$ cat src/rtl/lip_pkg.sv
// shared types and constants for the linear interpolation upsampler
package lip_pkg;

	// configuration register defaults
	localparam logic [15:0] SRC_RATE_RESET = 16'd8363;
	localparam logic [15:0] DST_RATE_RESET = 16'd44100;

	// outputs emitted per source interval at most
	localparam int unsigned MAX_PER_INTERVAL = 32;
	localparam int unsigned CNT_W = $clog2(MAX_PER_INTERVAL);

	// default depth of the job queue between front and back
	localparam int unsigned JOB_QUEUE_DEPTH = 4;

	// configuration register index
	localparam int unsigned CFG_INDEX_W = 1;
	typedef enum logic [CFG_INDEX_W-1:0] {
		REG_SOURCE_RATE = 1'b0,
		REG_TARGET_RATE = 1'b1
	} cfg_reg_t;

	// effective rates, zero already mapped to one
	typedef struct packed {
		logic [15:0] src;
		logic [15:0] dst;
	} rates_t;

	// one accepted source sample, classified by the front
	typedef struct packed {
		logic [7:0] prev;
		logic [7:0] cur;
		logic       have_prev;
		logic       last;
	} job_t;

	// back end sequencer states
	typedef enum logic [3:0] {
		BK_IDLE,
		BK_START,
		BK_MUL,
		BK_DIV_GO,
		BK_DIV_WAIT,
		BK_EMIT,
		BK_SKIP,
		BK_INT_DONE,
		BK_FLUSH
	} back_state_t;

endpackage

$ cat src/rtl/linear_interp_upsampler.sv
// a step with one output shows it when the step flushes; with more outputs each leaves when the
// next one is computed, the last when the step flushes
// each output passes product, divider setup, a 2-bit-per-cycle divide with its done strobe, and
// emit; outputs past 32 in an interval are dropped, and the final interval of a stream runs as
// one more interval of the step; the queue buffers 4
// reset: rates return to 8363 and 44100, stream state, phase and queue are cleared at once
module linear_interp_upsampler #(
	parameter int unsigned JobQueueDepth = lip_pkg::JOB_QUEUE_DEPTH
) (
	input  logic                            clk,
	input  logic                            arst_n,
	input  logic                            cfg_valid,
	output logic                            cfg_ready,
	input  logic [lip_pkg::CFG_INDEX_W-1:0] cfg_index,
	input  logic [15:0]                     cfg_data,
	input  logic                            s_axis_tvalid,
	output logic                            s_axis_tready,
	input  logic [7:0]                      s_axis_tdata,  // [7:0] sample
	input  logic                            s_axis_tlast,  // is_last
	output logic                            m_axis_tvalid,
	input  logic                            m_axis_tready,
	output logic [15:0]                     m_axis_tdata,  // [15:0] out_sample
	output logic                            m_axis_tlast   // end_of_stream
);
	import lip_pkg::*;

	rates_t rates;
	job_t   push_job;
	job_t   pop_job;
	logic   push;
	logic   pop;
	logic   q_full;
	logic   q_empty;

	lip_front u_front (
		.clk           (clk),
		.arst_n        (arst_n),
		.cfg_valid     (cfg_valid),
		.cfg_ready     (cfg_ready),
		.cfg_index     (cfg_index),
		.cfg_data      (cfg_data),
		.s_axis_tvalid (s_axis_tvalid),
		.s_axis_tready (s_axis_tready),
		.s_axis_tdata  (s_axis_tdata),
		.s_axis_tlast  (s_axis_tlast),
		.q_full        (q_full),
		.push          (push),
		.push_job      (push_job),
		.rates         (rates)
	);

	lip_job_queue #(
		.Depth (JobQueueDepth)
	) u_queue (
		.clk      (clk),
		.arst_n   (arst_n),
		.push     (push),
		.push_job (push_job),
		.full     (q_full),
		.pop      (pop),
		.pop_job  (pop_job),
		.empty    (q_empty)
	);

	lip_back u_back (
		.clk           (clk),
		.arst_n        (arst_n),
		.rates         (rates),
		.job           (pop_job),
		.q_empty       (q_empty),
		.q_pop         (pop),
		.m_axis_tvalid (m_axis_tvalid),
		.m_axis_tready (m_axis_tready),
		.m_axis_tdata  (m_axis_tdata),
		.m_axis_tlast  (m_axis_tlast)
	);

endmodule

$ cat src/rtl/lip_front.sv
// front end: configuration registers, input transfers and job classification
module lip_front (
	input  logic                               clk,
	input  logic                               arst_n,
	input  logic                               cfg_valid,
	output logic                               cfg_ready,
	input  logic [lip_pkg::CFG_INDEX_W-1:0]    cfg_index,
	input  logic [15:0]                        cfg_data,
	input  logic                               s_axis_tvalid,
	output logic                               s_axis_tready,
	input  logic [7:0]                         s_axis_tdata,  // [7:0] sample
	input  logic                               s_axis_tlast,  // is_last
	input  logic                               q_full,
	output logic                               push,
	output lip_pkg::job_t                      push_job,
	output lip_pkg::rates_t                    rates
);
	import lip_pkg::*;

	logic [15:0] src_rate_q;
	logic [15:0] dst_rate_q;
	logic [7:0]  prev_q;
	logic        have_prev_q;

	// register writes are always taken
	assign cfg_ready = 1'b1;

	always_ff @(posedge clk or negedge arst_n) begin
		if (!arst_n) begin
			src_rate_q <= SRC_RATE_RESET;
			dst_rate_q <= DST_RATE_RESET;
		end else if (cfg_valid) begin
			unique case (cfg_reg_t'(cfg_index))
				REG_SOURCE_RATE: src_rate_q <= cfg_data;
				REG_TARGET_RATE: dst_rate_q <= cfg_data;
			endcase
		end
	end

	// a zero rate behaves as one
	assign rates.src = (src_rate_q == 16'd0) ? 16'd1 : src_rate_q;
	assign rates.dst = (dst_rate_q == 16'd0) ? 16'd1 : dst_rate_q;

	// accept while the queue has room
	assign s_axis_tready = !q_full;
	assign push          = s_axis_tvalid && !q_full;

	assign push_job.prev      = prev_q;
	assign push_job.cur       = s_axis_tdata;
	assign push_job.have_prev = have_prev_q;
	assign push_job.last      = s_axis_tlast;

	// stream state: previous sample, cleared at the end of a stream
	always_ff @(posedge clk or negedge arst_n) begin
		if (!arst_n) begin
			prev_q      <= 8'd0;
			have_prev_q <= 1'b0;
		end else if (push) begin
			if (s_axis_tlast) begin
				prev_q      <= 8'd0;
				have_prev_q <= 1'b0;
			end else begin
				prev_q      <= s_axis_tdata;
				have_prev_q <= 1'b1;
			end
		end
	end

endmodule

$ cat src/rtl/lip_job_queue.sv
// short job queue between front and back
module lip_job_queue #(
	parameter int unsigned Depth = lip_pkg::JOB_QUEUE_DEPTH
) (
	input  logic          clk,
	input  logic          arst_n,
	input  logic          push,
	input  lip_pkg::job_t push_job,
	output logic          full,
	input  logic          pop,
	output lip_pkg::job_t pop_job,
	output logic          empty
);
	import lip_pkg::*;

	localparam int unsigned PtrW = (Depth > 1) ? $clog2(Depth) : 1;
	localparam int unsigned CntW = $clog2(Depth + 1);

	job_t            mem [Depth];
	logic [PtrW-1:0] wr_ptr_q;
	logic [PtrW-1:0] rd_ptr_q;
	logic [CntW-1:0] count_q;

	assign full    = (count_q == CntW'(Depth));
	assign empty   = (count_q == '0);
	assign pop_job = mem[rd_ptr_q];

	// storage write
	always_ff @(posedge clk) begin
		if (push && !full) begin
			mem[wr_ptr_q] <= push_job;
		end
	end

	// pointers and fill count
	always_ff @(posedge clk or negedge arst_n) begin
		if (!arst_n) begin
			wr_ptr_q <= '0;
			rd_ptr_q <= '0;
			count_q  <= '0;
		end else begin
			if (push && !full) begin
				wr_ptr_q <= (wr_ptr_q == PtrW'(Depth - 1)) ? '0 : wr_ptr_q + 1'b1;
			end
			if (pop && !empty) begin
				rd_ptr_q <= (rd_ptr_q == PtrW'(Depth - 1)) ? '0 : rd_ptr_q + 1'b1;
			end
			if ((push && !full) && !(pop && !empty)) begin
				count_q <= count_q + 1'b1;
			end else if (!(push && !full) && (pop && !empty)) begin
				count_q <= count_q - 1'b1;
			end
		end
	end

endmodule

$ cat src/rtl/lip_div.sv
// iterative unsigned divider, two quotient bits per cycle
module lip_div (
	input  logic        clk,
	input  logic        arst_n,
	input  logic        start,
	input  logic [15:0] divisor,
	input  logic [23:0] dividend,
	output logic        done,
	output logic [15:0] quotient
);
	localparam int unsigned QW    = 16;
	localparam int unsigned Steps = 2;
	localparam int unsigned Cyc   = QW / Steps;
	localparam int unsigned CycW  = $clog2(Cyc);

	logic            busy_q;
	logic            done_q;
	logic [CycW-1:0] cyc_q;
	logic [15:0]     rem_q;
	logic [15:0]     dvd_q;
	logic [15:0]     rem_nx;
	logic [15:0]     dvd_nx;
	logic [16:0]     trial;

	assign done     = done_q;
	assign quotient = dvd_q;

	// restoring steps; the quotient shifts into the dividend register
	always_comb begin
		rem_nx = rem_q;
		dvd_nx = dvd_q;
		trial  = '0;
		for (int i = 0; i < Steps; i++) begin
			trial  = {rem_nx, dvd_nx[QW-1]};
			dvd_nx = {dvd_nx[QW-2:0], 1'b0};
			if (trial >= {1'b0, divisor}) begin
				rem_nx    = 16'(trial - {1'b0, divisor});
				dvd_nx[0] = 1'b1;
			end else begin
				rem_nx = trial[15:0];
			end
		end
	end

	// control
	always_ff @(posedge clk or negedge arst_n) begin
		if (!arst_n) begin
			busy_q <= 1'b0;
			done_q <= 1'b0;
			cyc_q  <= '0;
		end else begin
			done_q <= 1'b0;
			if (start) begin
				busy_q <= 1'b1;
				cyc_q  <= '0;
			end else if (busy_q) begin
				cyc_q <= cyc_q + 1'b1;
				if (cyc_q == CycW'(Cyc - 1)) begin
					busy_q <= 1'b0;
					done_q <= 1'b1;
				end
			end
		end
	end

	// partial remainder and dividend/quotient
	always_ff @(posedge clk) begin
		if (start) begin
			rem_q <= dividend[23:8];
			dvd_q <= {dividend[7:0], 8'h00};
		end else if (busy_q) begin
			rem_q <= rem_nx;
			dvd_q <= dvd_nx;
		end
	end

endmodule

$ cat src/rtl/lip_back.sv
// back end: interval sequencer, interpolation arithmetic and output register
module lip_back (
	input  logic            clk,
	input  logic            arst_n,
	input  lip_pkg::rates_t rates,
	input  lip_pkg::job_t   job,
	input  logic            q_empty,
	output logic            q_pop,
	output logic            m_axis_tvalid,
	input  logic            m_axis_tready,
	output logic [15:0]     m_axis_tdata,  // [15:0] out_sample
	output logic            m_axis_tlast   // end_of_stream
);
	import lip_pkg::*;

	back_state_t        st_q;
	back_state_t        st_d;
	logic [7:0]         s0_q;
	logic [7:0]         s1_q;
	logic               last_q;
	logic               pend_b_q;
	logic [15:0]        phase_q;
	logic [16:0]        pos_q;
	logic [CNT_W-1:0]   cnt_q;
	logic signed [24:0] prod_a_s1;
	logic signed [24:0] prod_b_s1;
	logic               neg_q;
	logic               hold_valid_q;
	logic [15:0]        hold_data_q;
	logic               out_valid_q;
	logic [15:0]        out_data_q;
	logic               out_last_q;

	logic               out_free;
	logic               div_start;
	logic               div_done;
	logic [15:0]        div_q;
	logic               emit_go;
	logic               flush_go;
	logic               out_load;
	logic               out_load_last;
	logic [16:0]        newpos;
	logic               crossed;
	logic               phase_over;
	logic [15:0]        span;
	logic signed [24:0] sum;
	logic [23:0]        sum_abs;
	logic [15:0]        value;

	// position arithmetic
	assign newpos     = pos_q + {1'b0, rates.src};
	assign crossed    = newpos >= {1'b0, rates.dst};
	assign phase_over = phase_q >= rates.dst;
	assign span       = rates.dst - pos_q[15:0];

	// numerator magnitude and sign, result with sign restored
	assign sum     = prod_a_s1 + prod_b_s1;
	assign sum_abs = sum[24] ? 24'(-sum) : sum[23:0];
	assign value   = neg_q ? (~div_q + 16'd1) : div_q;

	lip_div u_div (
		.clk      (clk),
		.arst_n   (arst_n),
		.start    (div_start),
		.divisor  (rates.dst),
		.dividend (sum_abs),
		.done     (div_done),
		.quotient (div_q)
	);

	// handshake strobes
	always_comb begin
		out_free      = !out_valid_q || m_axis_tready;
		q_pop         = (st_q == BK_IDLE) && !q_empty;
		div_start     = (st_q == BK_DIV_GO);
		emit_go       = (st_q == BK_EMIT) && (!hold_valid_q || out_free);
		flush_go      = (st_q == BK_FLUSH) && (!hold_valid_q || out_free);
		out_load      = (emit_go || flush_go) && hold_valid_q;
		out_load_last = flush_go && last_q;
	end

	// next state
	always_comb begin
		st_d = st_q;
		unique case (st_q)
			BK_IDLE: begin
				if (!q_empty && (job.have_prev || job.last)) begin
					st_d = BK_START;
				end
			end
			BK_START: begin
				st_d = phase_over ? BK_INT_DONE : BK_MUL;
			end
			BK_MUL:      st_d = BK_DIV_GO;
			BK_DIV_GO:   st_d = BK_DIV_WAIT;
			BK_DIV_WAIT: begin
				if (div_done) begin
					st_d = BK_EMIT;
				end
			end
			BK_EMIT: begin
				if (emit_go) begin
					priority if (crossed) begin
						st_d = BK_INT_DONE;
					end else if (cnt_q == CNT_W'(MAX_PER_INTERVAL - 1)) begin
						st_d = BK_SKIP;
					end else begin
						st_d = BK_MUL;
					end
				end
			end
			BK_SKIP: begin
				if (crossed) begin
					st_d = BK_INT_DONE;
				end
			end
			BK_INT_DONE: begin
				st_d = pend_b_q ? BK_START : BK_FLUSH;
			end
			BK_FLUSH: begin
				if (flush_go) begin
					st_d = BK_IDLE;
				end
			end
			default: st_d = BK_IDLE;
		endcase
	end

	// control state
	always_ff @(posedge clk or negedge arst_n) begin
		if (!arst_n) begin
			st_q         <= BK_IDLE;
			last_q       <= 1'b0;
			pend_b_q     <= 1'b0;
			phase_q      <= 16'd0;
			hold_valid_q <= 1'b0;
			out_valid_q  <= 1'b0;
		end else begin
			st_q <= st_d;

			if (out_load) begin
				out_valid_q <= 1'b1;
			end else if (m_axis_tready) begin
				out_valid_q <= 1'b0;
			end

			if (emit_go) begin
				hold_valid_q <= 1'b1;
			end else if (flush_go) begin
				hold_valid_q <= 1'b0;
			end

			unique case (st_q)
				BK_IDLE: begin
					if (q_pop) begin
						last_q   <= job.last;
						pend_b_q <= job.have_prev && job.last;
						if (!job.have_prev) begin
							phase_q <= 16'd0;
						end
					end
				end
				BK_START: begin
					if (phase_over) begin
						phase_q <= phase_q - rates.dst;
					end
				end
				BK_EMIT: begin
					if (emit_go && crossed) begin
						phase_q <= 16'(newpos - {1'b0, rates.dst});
					end
				end
				BK_SKIP: begin
					if (crossed) begin
						phase_q <= 16'(newpos - {1'b0, rates.dst});
					end
				end
				BK_INT_DONE: pend_b_q <= 1'b0;
				BK_FLUSH: begin
					if (flush_go && last_q) begin
						phase_q <= 16'd0;
					end
				end
				default: ;
			endcase
		end
	end

	// datapath
	always_ff @(posedge clk) begin
		unique case (st_q)
			BK_IDLE: begin
				if (q_pop) begin
					s0_q <= job.have_prev ? job.prev : job.cur;
					s1_q <= job.cur;
				end
			end
			BK_START: begin
				pos_q <= {1'b0, phase_q};
				cnt_q <= '0;
			end
			// s0*(T-pos) + s1*pos, registered per product
			BK_MUL: begin
				prod_a_s1 <= 25'($signed(s0_q) * $signed({1'b0, span}));
				prod_b_s1 <= 25'($signed(s1_q) * $signed({1'b0, pos_q[15:0]}));
			end
			BK_DIV_GO: neg_q <= sum[24];
			BK_EMIT: begin
				if (emit_go) begin
					hold_data_q <= value;
					pos_q       <= newpos;
					cnt_q       <= cnt_q + 1'b1;
				end
			end
			BK_SKIP:     pos_q <= newpos;
			BK_INT_DONE: s0_q  <= s1_q;
			default: ;
		endcase

		// output register
		if (out_load) begin
			out_data_q <= hold_data_q;
			out_last_q <= out_load_last;
		end
	end

	assign m_axis_tvalid = out_valid_q;
	assign m_axis_tdata  = out_data_q;
	assign m_axis_tlast  = out_last_q;

endmodule

$ cat config.mk
export PLATFORM = sky130hd
export DESIGN_NAME = linear_interp_upsampler
export DESIGN_NICKNAME = d
export VERILOG_FILES = /design/src/rtl/lip_pkg.sv /design/src/rtl/linear_interp_upsampler.sv /design/src/rtl/lip_front.sv /design/src/rtl/lip_job_queue.sv /design/src/rtl/lip_div.sv /design/src/rtl/lip_back.sv
export SDC_FILE = /design/constraint.sdc
export NUM_CORES = 1
export LEC_CHECK = 0
export BUFFER_PORTS_ARGS = -buffer_cell sky130_fd_sc_hd__buf_2
export CORE_UTILIZATION = 55
export CTS_BUF_LIST = sky130_fd_sc_hd__clkbuf_4
export CTS_CLUSTER_SIZE = 30
export DETAILED_ROUTE_END_ITERATION = 16
export GPL_ROUTABILITY_DRIVEN = 0
export PLACE_DENSITY = 0.77
export SLEW_MARGIN = 5
export SYNTH_ARGS = -nofsm -noshare
export SYNTH_HDL_FRONTEND = slang
export SYNTH_SLANG_ARGS = --single-unit
$ cat constraint.sdc
create_clock -name clk -period 20.4 [get_ports clk]
set_clock_uncertainty 0.05 [all_clocks]
set_input_delay 1.02 -clock clk [delete_from_list [all_inputs] [get_ports clk]]
set_output_delay 1.02 -clock clk [all_outputs]
set_load 0.05 [all_outputs]
# Word level (Yosys, flattened, before mapping)
# Memories as Yosys holds them, arrays and structs flattened.
# Index checks and enable logic that the tools add are counted.
[op_classes] addsub=15 reduce_logical=44 n_mul=2 muxes=58 n_bitwise=2 magnitude_cmp=4 eq_ne=23
[ops] operator="16-bit two-way mux" n=15
[ops] operator="16-bit case mux with 5 select lines" n=1
[ops] operator="16-bit subtractor" n=5
[ops] operator="17-bit by 16-bit >= comparator with 1-bit output" n=3
[ops] operator="17-bit case mux with 3 select lines" n=1
[ops] operator="8-bit by 17-bit multiplier with 25-bit output" n=2
[ops] operator="4-bit case mux with 9 select lines" n=1
[ops] operator="16-bit zero test" n=2
[ops] operator="4-bit two-way mux" n=7
[ops] operator="25-bit adder" n=1
[ops] operator="24-bit two-way mux" n=1
[ops] operator="8-bit two-way mux" n=3
[ops] operator="24-bit negation" n=1
[ops] operator="3-bit two-way mux" n=6
[ops] operator="17-bit by 16-bit adder with 17-bit output" n=1
[ops] operator="17-bit two-way mux" n=1
[ops] operator="16-bit by 1-bit adder with 16-bit output, second input constant" n=1
[ops] operator="4-bit by 3-bit equality test with 1-bit output, second input constant" n=4
[ops] operator="16-bit >= comparator" n=1
[ops] operator="1-bit two-way mux" n=16
[ops] operator="16-bit NOT" n=1
[ops] operator="8-bit case mux with 2 select lines" n=1
[ops] operator="2-bit AND reduction" n=7
[ops] operator="1-bit logical AND" n=13
[ops] operator="26 further kinds" n=53
[totals] regBits=231 wordCells=178 mem_bits_rw=72 out_inout_bits=20 n_memories=1
[memory_table] name="u_queue.mem" depth=4 width=18 read_ports=1 rd_ports_with_merged_regs=0 wr=1 line="lip_job_queue.sv:19" text="job_t mem [Depth];"

# Longest topological paths before layout
# Gate-level depths: netlist of run 1.
[logic_depth] depth_word=8 mapped_depth=33 ltp_nobuf=33

# By module
# Synthesis of run 1 repeated with hierarchy kept, for this count alone.
[hier_totals] hier_cells=2783 area_unflattened_um2=27606.5
[modules_own_cells] mod="lip_back" cells_per_inst=2112 seq_area_each_um2=4264.1 area_per_inst_um2=19049.5 instances=1
[modules_own_cells] mod="lip_div" cells_per_inst=389 seq_area_each_um2=1006.0 area_per_inst_um2=3582.2 instances=1
[modules_own_cells] mod="lip_job_queue" cells_per_inst=131 seq_area_each_um2=2337.2 area_per_inst_um2=3046.7 instances=1
[modules_own_cells] mod="lip_front" cells_per_inst=151 seq_area_each_um2=1041.0 area_per_inst_um2=1928.1 instances=1

# Least setup slack after synthesis of run 1
# OpenSTA, ideal clock, no wires.
[synth_timing] path_type="reg-to-reg" from="register u_front.dst_rate_q[5]" to="register u_back.prod_a_s1[24], data pin" required_time_ps=20091 setup_ps=259 stages_incl_launch_ff=31 t_arrival_ps=7067 path_slack_ps=13024 period_less_slack_ps=7376 cell_sequence="dfrtp_1 -> nor4_1 -> a41o_1 -> inv_1 -> ha_1 -> fa_1 -> nor2b_1 -> o21ai_0 -> a21boi_1 -> o21ai_0 -> a21boi_1 -> o2111ai_1 -> a31oi_1 -> or4b_1 -> nand3_1 -> and2_1 -> fa_1 -> fa_1 -> fa_1 -> inv_1 -> fa_1 -> inv_1 -> ha_1 -> a21o_1 -> a21o_1 -> nor3_1 -> a211oi_1 -> a2111oi_0 -> o21bai_1 -> a21oi_1 -> xnor2_1"
[synth_between] elab_chain_cells=4
[synth_rtl] item="from (decl)" line="lip_front.sv:21" text="logic [15:0] dst_rate_q;"
[synth_rtl] item="from (signal assigned)" line="lip_front.sv:35" text="REG_TARGET_RATE: dst_rate_q <= cfg_data;"
[synth_rtl] item="16-bit zero test" line="lip_front.sv:42" text="assign rates.dst = (dst_rate_q == 16'd0) ? 16'd1 : dst_rate_q;"
[synth_rtl] item="16-bit two-way mux (*)" line="lip_front.sv:42"
[synth_rtl] item="16-bit subtractor (*)" line="lip_back.sv:54" text="assign span = rates.dst - pos_q[15:0];"
[synth_rtl] item="8-bit by 17-bit multiplier with 25-bit output (*)" line="lip_back.sv:204" text="prod_a_s1 <= 25'($signed(s0_q) * $signed({1'b0, span}));"
[synth_rtl] item="to (signal assigned)" line="lip_back.sv:204"
[synth_rtl] item="to (decl)" line="lip_back.sv:25" text="logic signed [24:0] prod_a_s1;"
# Every way passes the cells marked *; elsewhere a longest branch is shown, timed or not.
# A chain may end at the register's enable or synchronous reset.

# Worst setup path in the final report of run 1
[layout_timing] from="register u_front.dst_rate_q[4]" to="register u_back.prod_a_s1[24], data pin"
# The elaborated chain is that of the path after synthesis.

==> out/metrics.json, run 1 <==
{
  "main_flop_type_after_synthesis": "edfxtp_1",
  "net_count_after_synthesis": 3116,
  "floorplan.initialDensity_pct": 55.83,
  "drc": 0,
  "synth_largest_type_area_fraction_pct": 24.51,
  "area_growth_pct": 7.190,
  "synthTopCellsByCount": "inv_1 (304), ha_1 (250), edfxtp_1 (218)",
  "beginning_of_the_critical_path": "u_front.dst_rate_q[4]",
  "cap_violations": 0,
  "finalCritPeriodShare_pct": 41.99,
  "worst_path_most_repeated_cell": "fa_1",
  "gr-usage-all-layers_pct": 26.69,
  "required_time_reported_for_the_critical_path_endpoint_ns": 20.92,
  "core_area_um2": 47850,
  "maximum_level_of_the_cts_h_tree": 3,
  "synth_enable_flop_cells": 218,
  "chipHeight_um": 222.4,
  "critical-path-max-stage-delay_ns": 0.65,
  "synth_most_common_cell": "inv_1",
  "cts_tree": "done",
  "rsz0062_at_grt": "false",
  "drt-pass1-iter-count": 6,
  "worst_path_max_delay_cell": "a2111oi_0",
  "maximum_number_of_pins_on_one_net_before_global_route_repair": 51,
  "maxClockFrequency_mhz": 116.7,
  "synth_cell_type_count": 94,
  "synthesis.yosys.warnings": 0,
  "synth_top_area_cell": "edfxtp_1",
  "antenna_found_initial": 2,
  "hold_viol": 0,
  "postCtsResizedCells": 0,
  "numClockSinks": 303,
  "total_of_flip_flops_plus_latches_after_synthesis": 303,
  "setup_viol_count_final": 0,
  "detailedPlacementHpwl_um": 49990,
  "numPortBuffers": 49,
  "finish.net_count": 3168,
  "post_synth.cell_area_avg_um2": 10.05,
  "dr.first_iter.drc_count": 1519,
  "design.portCount": 51,
  "timing_max_transition_violations_final": 0,
  "vias": 20107,
  "final.fill_count": 3887,
  "status": "completed",
  "syn_area_um2": 26710,
  "number_of_global_route_vias_before_repair": 20554,
  "core.rowCount": 80,
  "gr-total-overflow": 0,
  "drtAntennaViolNets": 0,
  "finalCriticalPeriod_ns": 8.567,
  "cts_hold_buffers": 0,
  "synth-async-reset-ratio_pct": 25.41,
  "timing.critical_path.arrival_ns": 9.09,
  "critical_path_peak_fanout": 8,
  "per_cell_routed_wire_length_um": 18.87,
  "cts.root.buffer_cell": "clkbuf_4",
  "max-clock-path-buffers": 3,
  "regToRegStartpoint": "u_front.dst_rate_q[4]",
  "cts-buffers-inserted": 79,
  "postSynthCellCount": 2657,
  "maxSlewHeadroom_pct": 27.73,
  "synth_area_leaders": "edfxtp_1 (25%), fa_1 (13%), ha_1 (12%)",
  "routed_wirelength_um": 64060,
  "grt_pass1_wl_um": 105400,
  "drive_above_1_share_pct": 10.95,
  "final.setup.tns_ns": 0,
  "clkLatencyLatePin_ns": 0.85,
  "criticalPathCategory": "reg2reg",
  "worstMarginPinSlew_ns": 1.081,
  "crit_path_start_kind": "flip-flop",
  "floorplan.die.width_um": 222.4,
  "ys_seq_area_share_pct": 32.38,
  "endpoint_kind": "flip-flop",
  "holdCritPathClass": "in2async",
  "worst_setup_hold_path_clk_slew_ns": 0.07,
  "die_area_um2": 49450,
  "cts_setup_buffers": 0,
  "vias_per_cell": 5.923
}
## state kept, by name, summed over array words and instances, names as in the netlist, 3 cells and up
name                   flops
u_back.pos_q              17
u_front.src_rate_q        16
u_back.st_q                4
u_back.s1_q                8
u_back.u_div.rem_q        16
u_front.prev_q             8
u_back.u_div.cyc_q         3
u_back.cnt_q               5
u_back.prod_a_s1          25
u_back.hold_data_q        16
u_front.dst_rate_q        16
u_back.u_div.quotient     16
u_queue.mem               72
u_back.phase_q            16
u_back.s0_q                8
u_back.m_axis_tdata       16
u_queue.count_q            3
u_back.prod_b_s1          25
## placed cells by master, fill, tap and decap left out, types with 10 or more instances in the layout
cell type / n
a211oi_1: 17
a21o_1: 44
a21oi_1: 125
and2_1: 166
and3_1: 21
buf_2: 48
buf_4: 17
clkbuf_4: 117
clkinv_1: 20
dfrtp_1: 65
dfstp_2: 12
edfxtp_1: 218
fa_1: 178
ha_1: 250
inv_1: 304
mux2_1: 10
mux2_2: 49
mux2i_1: 31
mux4_2: 18
nand2_1: 211
nand2b_1: 34
nand3_1: 43
nand4_1: 14
nor2_1: 152
nor2b_1: 40
nor3_1: 42
nor4_1: 11
o211ai_1: 10
o21a_1: 13
o21ai_0: 100
o21ai_1: 13
o21bai_1: 20
o22ai_1: 18
o31ai_1: 15
or2_2: 10
xnor2_1: 123
xor2_1: 43
## per-layer routing
layer | GRT usage, % | share of wire [%] | wire length [µm]
met1 | 34.23 | 42 | 26700
met4 | 12.95 | 4.6 | 2927
met2 | 44.18 | 48 | 30680
met5 | 0 | 0 | 0
met3 | 4.245 | 5.9 | 3753
## stage by stage
stage          std cells  area, µm²  hold WS, ns  utilization [%]  setup WS [ns]
5_1_grt             3394      28630      0.06697            59.84          11.34
3_5_place_dp        3243      27490       0.3579            57.45          11.95
2_1_floorplan       2657      26710       0.3503                -          13.02
3_3_place_gp        3243      27490       0.3524            57.45          12.14
4_1_cts             3390      28620      0.05448            59.81          11.92
6_report            3395      28630      0.08102            59.84          11.83
## area by class of cell
type | count | area [µm²] | area share [%]
clock inverters | 30 | 251.5 | 0.8784
repair buffers | 65 | 367.9 | 1.285
multi-input cells | 1956 | 16560 | 57.85
clock buffers | 117 | 878.3 | 3.068
well taps | 615 | 769.5 | 2.688
diodes | 5 | 12.51 | 0.04370
inverters | 304 | 1141 | 3.985
flip-flops and latches | 303 | 8648 | 30.21
## path summary, 6_finish.rpt
| path | to | slack (ns) | depth (start not counted) |
|---|---|---|---|
| setup / recovery | u_back.prod_a_s1[24] | 11.83 | 29 |
| hold / removal | u_front.src_rate_q[12] | 0.08 | 1 |
| setup reg to reg | u_back.prod_a_s1[24] | 11.83 | 29 |
| hold reg to reg | u_back.m_axis_tdata[15] | 0.33 | 0 |
| max in group asynchronous | u_back.last_q | 19.14 | 2 |
| min in group clk | u_back.m_axis_tdata[15] | 0.33 | 0 |
## critical path: cells and delay by family (launching register included)
kind | cells | cell delay (ns)
AOI/OAI and AO/OA | 13 | 3.11
adders and majority gates | 7 | 3.03
DFF | 1 | 0.44
and+or+nand+nor | 4 | 0.91
buffers and inverters | 3 | 0.21
xor gates and xnor gates | 2 | 0.59
## logic make-up after synthesis
| family | Yosys count | synth area share [%] |
|---|---|---|
| mux | 108 | 5.167 |
| buf+inv | 398 | 5.663 |
| other cells | 1 | 0.01404 |
| fa+ha+maj | 428 | 25.05 |
| compound gates | 465 | 11.18 |
| simple gates | 787 | 15.05 |
| flops | 303 | 32.38 |
| xor+xnor | 167 | 5.504 |
Power of run 1 is not shown: default switching activity piles up to over one toggle a cycle in this logic, so the estimate is an artifact.
==> inputs of run 2 (changes only) <==
clock period = 8.7 ns   (was 20.4 ns; I/O delays follow)
==> run 2 against run 1 <==
Compared with the run above:
- worst setup slack lost 11 ns
- sequential share of layout area shrank 0.22 points
- routed wire length decreased by 0.30%
==> out/metrics.json, run 2 (synthesis gave the netlist of run 1 again) <==
{
  "finish.net_count": {"value": 3197, "change": "+0.92%"},
  "cts_setup_buffers": {"value": 0, "change": "unchanged"},
  "cap_violations": {"value": 0, "change": "unchanged"},
  "gr-total-overflow": {"value": 0, "change": "unchanged"},
  "gr-usage-all-layers": {"value": 26.24, "unit": "%", "change": "-0.45 points"},
  "critical-path-max-stage-delay": {"value": 0.54, "unit": "ns", "change": "-0.11 ns"},
  "number_of_global_route_vias_before_repair": {"value": 20256, "change": "-1.4%"},
  "design.portCount": {"value": 51, "change": "unchanged"},
  "chipHeight": {"value": 222.4, "unit": "µm", "change": "unchanged"},
  "finalCritPeriodShare": {"value": 93.56, "unit": "%", "change": "+52 points"},
  "floorplan.initialDensity": {"value": 55.83, "unit": "%", "change": "unchanged"},
  "routed_wirelength": {"value": 63870, "unit": "µm", "change": "-0.30%"},
  "vias": {"value": 20118, "change": "+0.055%"},
  "layout_common_cells": "inv_1 (304), ha_1 (250), edfxtp_1 (218)",
  "antenna_found_initial": {"value": 2, "change": "unchanged"},
  "crit_path_start_kind": "flip-flop",
  "maxClockFrequency": {"value": 122.9, "unit": "MHz", "change": "+5.2%"},
  "holdWs": {"value": 0.06064, "unit": "ns", "change": "-0.02038 ns"},
  "worstMarginPinSlew": {"value": 1.028, "unit": "ns", "change": "-0.05372 ns"},
  "dr.first_iter.drc_count": {"value": 1528, "change": "+0.59%"},
  "cts-buffers-inserted": {"value": 77, "change": "-2.5%"},
  "per_cell_routed_wire_length": {"value": 18.69, "unit": "µm", "change": "-0.94%"},
  "largest_register_ff_count": {"value": 72, "change": "unchanged"},
  "holdCritPathClass": "in2async",
  "critical_path_buf_inv_count": {"value": 3, "change": "unchanged"},
  "critical_path_peak_fanout": {"value": 8, "change": "unchanged"},
  "floorplan.die.width": {"value": 222.4, "unit": "µm", "change": "unchanged"},
  "max-clock-path-buffers": {"value": 3, "change": "unchanged"},
  "maxSlewHeadroom": {"value": 31.32, "unit": "%", "change": "+3.6 points"},
  "final.setup.tns": {"value": 0, "unit": "ns", "change": "unchanged"},
  "post-place-cells": {"value": 3247, "change": "+0.12%"},
  "setup_viol_count_final": {"value": 0, "change": "unchanged"},
  "timing.critical_path.arrival": {"value": 8.65, "unit": "ns", "change": "-0.44 ns"},
  "grt_pass1_wl": {"value": 103400, "unit": "µm", "change": "-1.9%"},
  "reg2reg_slack": {"value": 0.56, "unit": "ns", "change": "-11.27 ns"},
  "final_util": {"value": 60.29, "unit": "%", "change": "+0.44 points"},
  "final-instance-count-excl-fill": {"value": 3417, "change": "+0.65%"},
  "core.rowCount": {"value": 80, "change": "unchanged"},
  "layout_commonest_cell": "inv_1",
  "largestRegisters": "u_queue.mem (72), u_back.prod_a_s1 (25), u_back.prod_b_s1 (25)",
  "worst_path_max_delay_cell": "fa_1",
  "drive_above_1_share": {"value": 11.11, "unit": "%", "change": "+0.16 points"},
  "required_time_reported_for_the_critical_path_endpoint": {"value": 9.21, "unit": "ns", "change": "-11.71 ns"},
  "cts.root.buffer_cell": "clkbuf_4",
  "maximum_level_of_the_cts_h_tree": {"value": 3, "change": "unchanged"},
  "criticalPathCategory": "reg2reg",
  "area_growth_pct": 7.987,
  "finalCriticalPeriod": {"value": 8.140, "unit": "ns", "change": "-0.4270 ns"},
  "numClockSinks": {"value": 303, "change": "unchanged"},
  "critPathTopFamily": "adder cells",
  "numPortBuffers": {"value": 49, "change": "unchanged"},
  "endpoint_kind": "flip-flop",
  "core_area": {"value": 47850, "unit": "µm²", "change": "unchanged"},
  "hold_viol": {"value": 0, "change": "unchanged"},
  "timing_max_transition_violations_final": {"value": 0, "change": "unchanged"},
  "vias_per_cell": {"value": 5.888, "change": "-0.59%"},
  "drc": {"value": 0, "change": "unchanged"},
  "regMostFlops": "u_queue.mem",
  "cts_tree": "done",
  "detailedPlacementHpwl": {"value": 49400, "unit": "µm", "change": "-1.2%"},
  "drtAntennaViolNets": {"value": 0, "change": "unchanged"},
  "maximum_number_of_pins_on_one_net_before_global_route_repair": {"value": 51, "change": "unchanged"},
  "rsz0062_at_grt": "false",
  "worst_path_most_repeated_cell": "fa_1",
  "worst_setup_hold_path_clk_slew": {"value": 0.07, "unit": "ns", "change": "about the same"},
  "die_area": {"value": 49450, "unit": "µm²", "change": "unchanged"},
  "drt-pass1-iter-count": {"value": 8, "change": "+2"},
  "status": "completed",
  "clkLatencyLatePin": {"value": 0.82, "unit": "ns", "change": "-0.03 ns"}
}
-- run 2: cell count changes in the layout (fill, tap and decap cells not counted), moves of 2 or more --
cell / previous run / this run
buf_4: 17 / 21
bufinv_16: 3 / 1
clkbuf_4: 117 / 120
clkinv_1: 20 / 12
clkinv_8: 3 / 0
clkinvlp_4: 0 / 2
diode_2: 5 / 3
dlygate4sd3_1: 0 / 27
-- run 2: per-stage QoR --
stage,instance area [µm²],setup slack [ns]
5_1_grt,28840,0.02498
3_5_place_dp,27520,0.3861
4_1_cts,28820,0.3655
2_1_floorplan,26710,1.324
6_report,28840,0.5601
3_3_place_gp,27520,0.6591
-- run 2: worst paths after layout --
check / startpoint / endpoint / cells after the start
setup / recovery: u_front.dst_rate_q[14] / u_back.prod_a_s1[24] / 30
hold / removal: arst_n / u_back.phase_q[15] / 2
setup reg to reg: u_front.dst_rate_q[14] / u_back.prod_a_s1[24] / 30
hold reg to reg: u_back.hold_data_q[14] / u_back.m_axis_tdata[14] / 0
max in group asynchronous: arst_n / u_queue.count_q[2] / 3
min in group clk: cfg_index / u_front.src_rate_q[1] / 4
-- run 2: final cells by class --
cell class                 instances  area (µm²)
fill                            3851       19000
tap                              615       769.5
clock inverter                    20       132.6
clock buffer                     120       900.9
antenna                            3       7.507
sequential                       303        8648
multi-input combinational       1956       16580
timing repair buffer              96       668.1
inverter                         304        1141
-- run 2: repair_timing --
action                     CTS  global route
hold buffers                27             0
setup endpoints to repair    0             3
hold endpoints to repair   111             0
resized for setup            0             3
-- run 2: worst register-to-register path: cells and delay by family (launching register included) --
| family | cells | cell delay, ns |
|---|---|---|
| buf+inv | 3 | 0.17 |
| fa+ha+maj | 7 | 3.02 |
| flops | 1 | 0.42 |
| xor+xnor | 1 | 0.09 |
| simple gates | 6 | 1.32 |
| compound gates | 13 | 2.80 |
-- run 2: per-layer routing --
metal  share of wire [%]  vias up  track usage (%)
met5               0.020        -                0
li1                    -     9372                -
met1                  42     9949            33.73
met3                 5.9      136            3.729
met4                 3.3        2            11.08
met2                  49      659            44.42
Power of run 2 is left out for the same reason.
